File: src/hw/rtl/rolling_fuel_consumption_macros.svh
// Assertion macros for the rolling fuel consumption block.
`ifndef ROLLING_FUEL_CONSUMPTION_MACROS_SVH
`define ROLLING_FUEL_CONSUMPTION_MACROS_SVH
`ifndef NO_ASSERTIONS
`define RFC_ASSERT_IMPL(label, clk, rst_n, ante, cons) \
  label: assert property (@(posedge clk) disable iff (!rst_n) (ante) |-> (cons)) \
    else $error("assertion failed");
`define RFC_ASSERT_NEXT(label, clk, rst_n, ante, cons) \
  label: assert property (@(posedge clk) disable iff (!rst_n) (ante) |=> (cons)) \
    else $error("assertion failed");
`else
`define RFC_ASSERT_IMPL(label, clk, rst_n, ante, cons)
`define RFC_ASSERT_NEXT(label, clk, rst_n, ante, cons)
`endif
`endif

File: src/hw/rtl/rfc_divider.sv
`timescale 1ns / 1ps
`default_nettype none
module rfc_divider #(
  parameter int unsigned NumW = 64,
  parameter int unsigned DenW = 32
) (
  input  wire logic            clk_i,
  input  wire logic            rst_ni,
  input  wire logic            start_i,
  input  wire logic [NumW-1:0] num_i,
  input  wire logic [DenW-1:0] den_i,
  output logic                 done_o,
  output logic [NumW-1:0]      quo_o
);
  localparam int unsigned CntW = $clog2(NumW + 1);
  logic [NumW-1:0] num_q, num_d;
  logic [DenW:0]   rem_q, rem_d;
  logic [DenW-1:0] den_q, den_d;
  logic [CntW-1:0] cnt_q, cnt_d;
  logic            busy_q, busy_d;
  logic [DenW:0]   trial;
  logic [DenW:0]   diff;

  assign trial = {rem_q[DenW-1:0], num_q[NumW-1]};
  assign diff = trial - {1'b0, den_q};

  always_comb begin
    num_d = num_q;
    rem_d = rem_q;
    den_d = den_q;
    cnt_d = cnt_q;
    busy_d = busy_q;
    if (start_i) begin
      num_d = num_i;
      den_d = den_i;
      rem_d = '0;
      cnt_d = CntW'(NumW);
      busy_d = 1'b1;
    end else if (busy_q) begin
      if (!diff[DenW]) begin
        rem_d = diff;
        num_d = {num_q[NumW-2:0], 1'b1};
      end else begin
        rem_d = trial;
        num_d = {num_q[NumW-2:0], 1'b0};
      end
      cnt_d = cnt_q - 1'b1;
      if (cnt_q == CntW'(1)) busy_d = 1'b0;
    end
  end

  always_ff @(posedge clk_i or negedge rst_ni) begin
    if (!rst_ni) begin
      busy_q <= 1'b0;
      cnt_q <= '0;
    end else begin
      busy_q <= busy_d;
      cnt_q <= cnt_d;
    end
  end

  always_ff @(posedge clk_i) begin
    num_q <= num_d;
    rem_q <= rem_d;
    den_q <= den_d;
  end

  assign done_o = busy_q && (cnt_q == CntW'(1));
  assign quo_o = num_d;
endmodule
`default_nettype wire

File: config.mk
export PLATFORM = sky130hd
export DESIGN_NAME = rfc_divider
export DESIGN_NICKNAME = d
export VERILOG_FILES = /design/src/hw/rtl/rolling_fuel_consumption_macros.svh /design/src/hw/rtl/rfc_divider.sv
export SDC_FILE = /design/constraint.sdc
export NUM_CORES = 1
export LEC_CHECK = 0
export BUFFER_PORTS_ARGS = -buffer_cell sky130_fd_sc_hd__buf_2
export CAP_MARGIN = 20
export CORE_ASPECT_RATIO = 0.5
export CORE_MARGIN = 5
export CORE_UTILIZATION = 41
export CTS_CLUSTER_SIZE = 30
export DETAILED_ROUTE_END_ITERATION = 6
export PLACE_DENSITY = 0.66
export SETUP_SLACK_MARGIN = 0.1
export SYNTH_ARGS = -nofsm -noshare
export SYNTH_HDL_FRONTEND = slang
export SYNTH_SLANG_ARGS = --single-unit
File: constraint.sdc
create_clock -name clk_i -period 3.23 [get_ports clk_i]
set_clock_uncertainty 0.2 [all_clocks]
set_input_delay 0.4845 -clock clk_i [delete_from_list [all_inputs] [get_ports clk_i]]
set_output_delay 0.4845 -clock clk_i [all_outputs]
set_load 0.1 [all_outputs]
* Yosys cells after proc, flatten, opt, wreduce, memory -nomap -nowiden *
Cells that the tools add are included.

word-level totals
  logic and storage cells = 19
  bits in read-only memories = 0
  latch bits = 0
  memories kept = 0
  memory bits (writable) = 0
  bits in registers = 136

operators by class
  bitwise operators = 0
  add/subtract/negate cells = 2
  multipliers = 0
  reductions and logical operators = 2
  order comparisons = 0
  divide/modulo/power cells = 0
  shifts and indexed selects = 0
  muxes and demuxes = 9
  eq/ne operators = 1

operators by type and width
  operator             count
  $mux 64              2
  $sub 33x32->33       1
  $mux 32              1
  $mux 7               2
  $eq 7x1->1 const B   1
  $sub 7x1->7 const B  1
  $mux 1               4
  $reduce_bool 2->1    1
  $logic_and 1x1->1    1

* Depth between registers and ports, before layout *
  depth after elaboration = 4
  depth in mapped cells = 13
  depth with buffers taken out = 12

* Least setup slack after synthesis *
OpenSTA, ideal clock, no wires.

  path type = register to output
  start point = register num_q[63]
  end point = output quo_o[0]
  data arrival time = 4.706 ns
  slack = -2.161 ns
  cell stages (with the launch flop) = 14
  data required time = 2.545 ns
  path buffers = 1
  cell sequence = dfxtp_1 inv_1 ha_1 inv_1 fa_1 a211o_1 a211o_1 nand3_1 a21oi_1 or2_4 a21oi_4 buf_6 nor3_1 o31ai_1

on the way
  cells in the longest elaborated chain, start to end = 4

RTL lines
  item                    line               source
  from (decl)             rfc_divider.sv:16  logic [NumW-1:0] num_q, num_d;
  from (signal assigned)  rfc_divider.sv:63  num_q <= num_d;
  $sub 33x32->33          rfc_divider.sv:25  assign diff = trial - {1'b0, den_q};
  $mux 1                  rfc_divider.sv:40  if (!diff[DenW]) begin
  $mux 64                 rfc_divider.sv:39  end else if (busy_q) begin
  $mux 64                 rfc_divider.sv:33  if (start_i) begin
  to (decl)               rfc_divider.sv:13  output logic [NumW-1:0] quo_o

Every way passes these cells.

* Final worst setup path *
Same ends and word-level chain as after synthesis.

==> impl_metrics.tcl <==
set metrics [dict create \
    outcome "finished, violations left" \
    violations "setup timing" \
    synth-adder-area-share 0.0602 \
    path_buf_inv 3 \
    fmax_mhz 264 \
    layout.nets 1204 \
    portBuffers 163 \
    crit-reg2reg-launch "num_q[63]$_DFF_P_" \
    synth_warnings 0 \
    ir_drop_mv 0.402 \
    worstRegToRegCells 22 \
    fill_cells 1548 \
    synth_largest_area_cell "dfxtp_1" \
    startpoint_type "flop" \
    grt_overflow 0 \
    relSlewSlack 0.590 \
    start_util 0.422 \
    synth_simple_gate_area_share 0.149 \
    synth_top_family_by_area "compound AO/OA/AOI/OAI gates" \
    clkLatencyLatePin_ns 0.43 \
    critPathMaxStageDelay_ns 0.34 \
    yosysTopAreaCellShare 0.260 \
    crit_chain "inv_2 > ha_4 > inv_2 > fa_2 > a211o_1 > a211o_1 > nand3_2 > a21oi_4 > or2_4 > a21oi_4 > nor3_4 > o31ai_4 > buf_12" \
    crit_type "reg2out" \
    dp_hpwl_um 14400 \
    r2r-end "rem_q[20]$_SDFFE_PP0P_" \
    clockBufferDepth 2 \
    die_h_um 105 \
    synthTopCellsByArea "dfxtp_1, edfxtp_1, mux2i_1, o21ai_0, ha_1" \
    wirelength_um 20500 \
    power_switching_mw 2.40 \
    drtIter0Drc 358 \
    period_share 1.17 \
    drtAntennaViolNets 0 \
    root_buffer "clkbuf_16" \
    rsz0062_at_grt "true" \
    syn2layout_area_growth_pct 37.9 \
    rrSetupSlack_ns -0.54 \
    grt_max_degree 61 \
    path_delay_family "compound AO/OA/AOI/OAI gates" \
    slowest_stage "fa_2" \
    power_leakage_nw 5.01 \
    design_area_um2 10200 \
    vias 7088 \
    grt_pass1_wl_um 32700 \
    synth_area_um2 7400 \
    crit_fanout 3 \
    yosys_register_bits 136 \
    die-area_um2 21000 \
    synthMuxAreaShare 0.0879 \
    setup_tns_ns -7.12 \
    slew_violations 0 \
    power_mw 6.32 \
    fin_crit_ns 3.79 \
    synth_edf_count 32 \
    wl_per_cell_um 15.6 \
    grt_pass1_vias 6892 \
    h-tree-depth 4 \
    cts_tree "done" \
    p_int_mw 3.92 \
    place_area_um2 9290 \
    hold_class "in2reg" \
    clk_pin_slew_worst_paths_ns 0.07 \
    synthXorXnorAreaFrac 0.0367 \
    setup_viol 14 \
    cts-buffers-inserted 17 \
    hold_violations 0 \
    die_x_um 200 \
    hp-start "den_i[26]" \
    pwr-share-clk 0.329 \
    drive_gt1_frac 0.348 \
    diodes 0 \
    synthDistinctLibCells 64 \
    syn-instance-count 842 \
    clock_sinks 136 \
    globalplace.congestion 0.904 \
    comb_power_share 0.342 \
    p_seq_frac 0.329 \
    setup_ws_ns -0.563 \
    cap_violations 0 \
    core_area_um2 17500 \
    end_kind "output port" \
    grt.total_usage 0.187 \
    first_pass_iters 5 \
    switching_share 0.379 \
    remaining_drc_errors 0 \
    antenna_found_initial 0 \
    p_per_area_nw_per_um2 619 \
    synth_compound_area_frac 0.200 \
    critical_path_required_ns 2.55 \
    syn_area_per_cell_um2 8.79 \
    worst_slew_pin_slew_ns 0.615 \
    rows 34 \
    synth.yosys.seq_area_share 0.416 \
    syn-num-nets 976 \
    viasPerCell 5.38 \
    ys.flop_type "dfxtp_1" \
    holdPathEnd "den_q[26]$_DFFE_PP_" \
    ys_async_sr_fraction 0.0588 \
    io_pins 164 \
    holdPathStages 1 \
    worst_ep_arrival_time_ns 3.11 \
]
## flip-flops by register name, summed over array words and instances (netlist names)
| signal | flops |
|---|---|
| busy_q | 1 |
| cnt_q | 7 |
| den_q | 32 |
| num_q | 64 |
| rem_q | 32 |
## Yosys cell counts, drive strengths merged (10+ instances only)
cell type  instances
a21o              14
a21oi             38
a311oi            26
a31oi             10
buf               16
clkbuf            30
dfxtp             96
edfxtp            32
ha                34
inv               44
mux2i             65
nand2            102
nand3             37
nor2              60
nor3              13
o21ai            111
xnor2             16
xor2              15
## metrics by stage
step                 util  worst slack (ns)  hold slack (ns)  std cells
floorplan               -            -0.609          -0.0111        842
global placement    0.530           -0.0590            0.133       1268
detailed placement  0.530           -0.0962            0.139       1268
CTS                 0.567            -0.534           0.0117       1301
global route        0.583            -0.684          0.00947       1317
finish              0.583            -0.563           0.0261       1317
## layer usage
layer  routed length, um  up-vias  global-route usage
li1                    -     3521                   -
met4                 328        0              0.0451
met1                9220     3306               0.252
met2                9600      232               0.297
met3                1380       29              0.0537
met5                   0        -                   0
## layout by cell type, fill, tap and decap left out, types with 5 or more instances in the layout
cell type,Yosys,layout
dfxtp_1,96,95
buf_6,2,11
nor3_1,12,10
buf_12,0,7
buf_4,0,71
a31oi_1,10,10
inv_1,44,41
ha_1,34,30
nand3_1,36,35
xor2_1,15,15
a21oi_1,34,32
nand2_1,102,102
edfxtp_1,32,32
xnor2_1,16,16
o21ai_2,1,64
buf_2,7,161
mux2i_1,65,65
o21a_1,5,5
a311oi_1,26,25
dfrtp_1,8,7
o21ai_1,6,11
nor2_1,60,59
a21o_1,14,14
o21ai_0,104,35
clkbuf_16,0,22
## cells by family (layout without fill, tap and decap cells)
family,Yosys count,in the layout
AO/OA/AOI/OAI,237,237
AND/OR/NAND/NOR,247,247
flip-flops,136,136
XOR/XNOR,31,31
buffers and inverters,91,332
adder cells (fa/ha/maj),35,35
multiplexers,65,65
## power by group through the flow
stage	sequential (mW)	combinational, mW	clock (mW)
after floorplan	2.08	1.61	0
after global placement	2.11	2.07	0
after detailed placement	2.12	2.10	0
after CTS	2.08	2.12	2.12
after global routing	2.11	2.32	2.20
final	2.08	2.16	2.08
## worst max path at each step
stage	start	end	slack, ns	cells past startpoint
5_1_grt	num_q[63]$_DFF_P_	rem_q[15]$_SDFFE_PP0P_	-0.68	22
3_5_place_dp	num_q[63]$_DFF_P_	quo_o[0]	-0.1	13
2_1_floorplan	num_q[63]$_DFF_P_	quo_o[0]	-0.61	13
6_report	num_q[63]$_DFF_P_	quo_o[0]	-0.56	13
3_3_place_gp	num_q[63]$_DFF_P_	quo_o[0]	-0.06	13
4_1_cts	num_q[63]$_DFF_P_	quo_o[0]	-0.53	13
## worst register-to-register path: cells and delay by family, from the launching register on
| family | cells | cell delay (ns) |
|---|---|---|
| compound gates | 6 | 1.25 |
| buf+inv | 12 | 1.03 |
| fa+ha+maj | 2 | 0.47 |
| simple gates | 2 | 0.37 |
| flops | 1 | 0.32 |
## final cells by class
type / count / area [um^2] / area share
tap: 234 / 293 / 0.0287
clock inverter: 12 / 150 / 0.0147
timing repair buffer: 255 / 1700 / 0.167
inverter: 45 / 169 / 0.0165
sequential: 136 / 3090 / 0.302
multi-input combinational: 615 / 4330 / 0.424
clock buffer: 20 / 479 / 0.0469
## timing repair
item	CTS	global route
gates cloned	0	3
hold endpoints to repair	8	0
setup endpoints to repair	14	31
pin swaps	1	16
gates resized for setup	1	29
hold buffers	1	0
setup buffers	0	13
(Power assumes the default switching activity.)
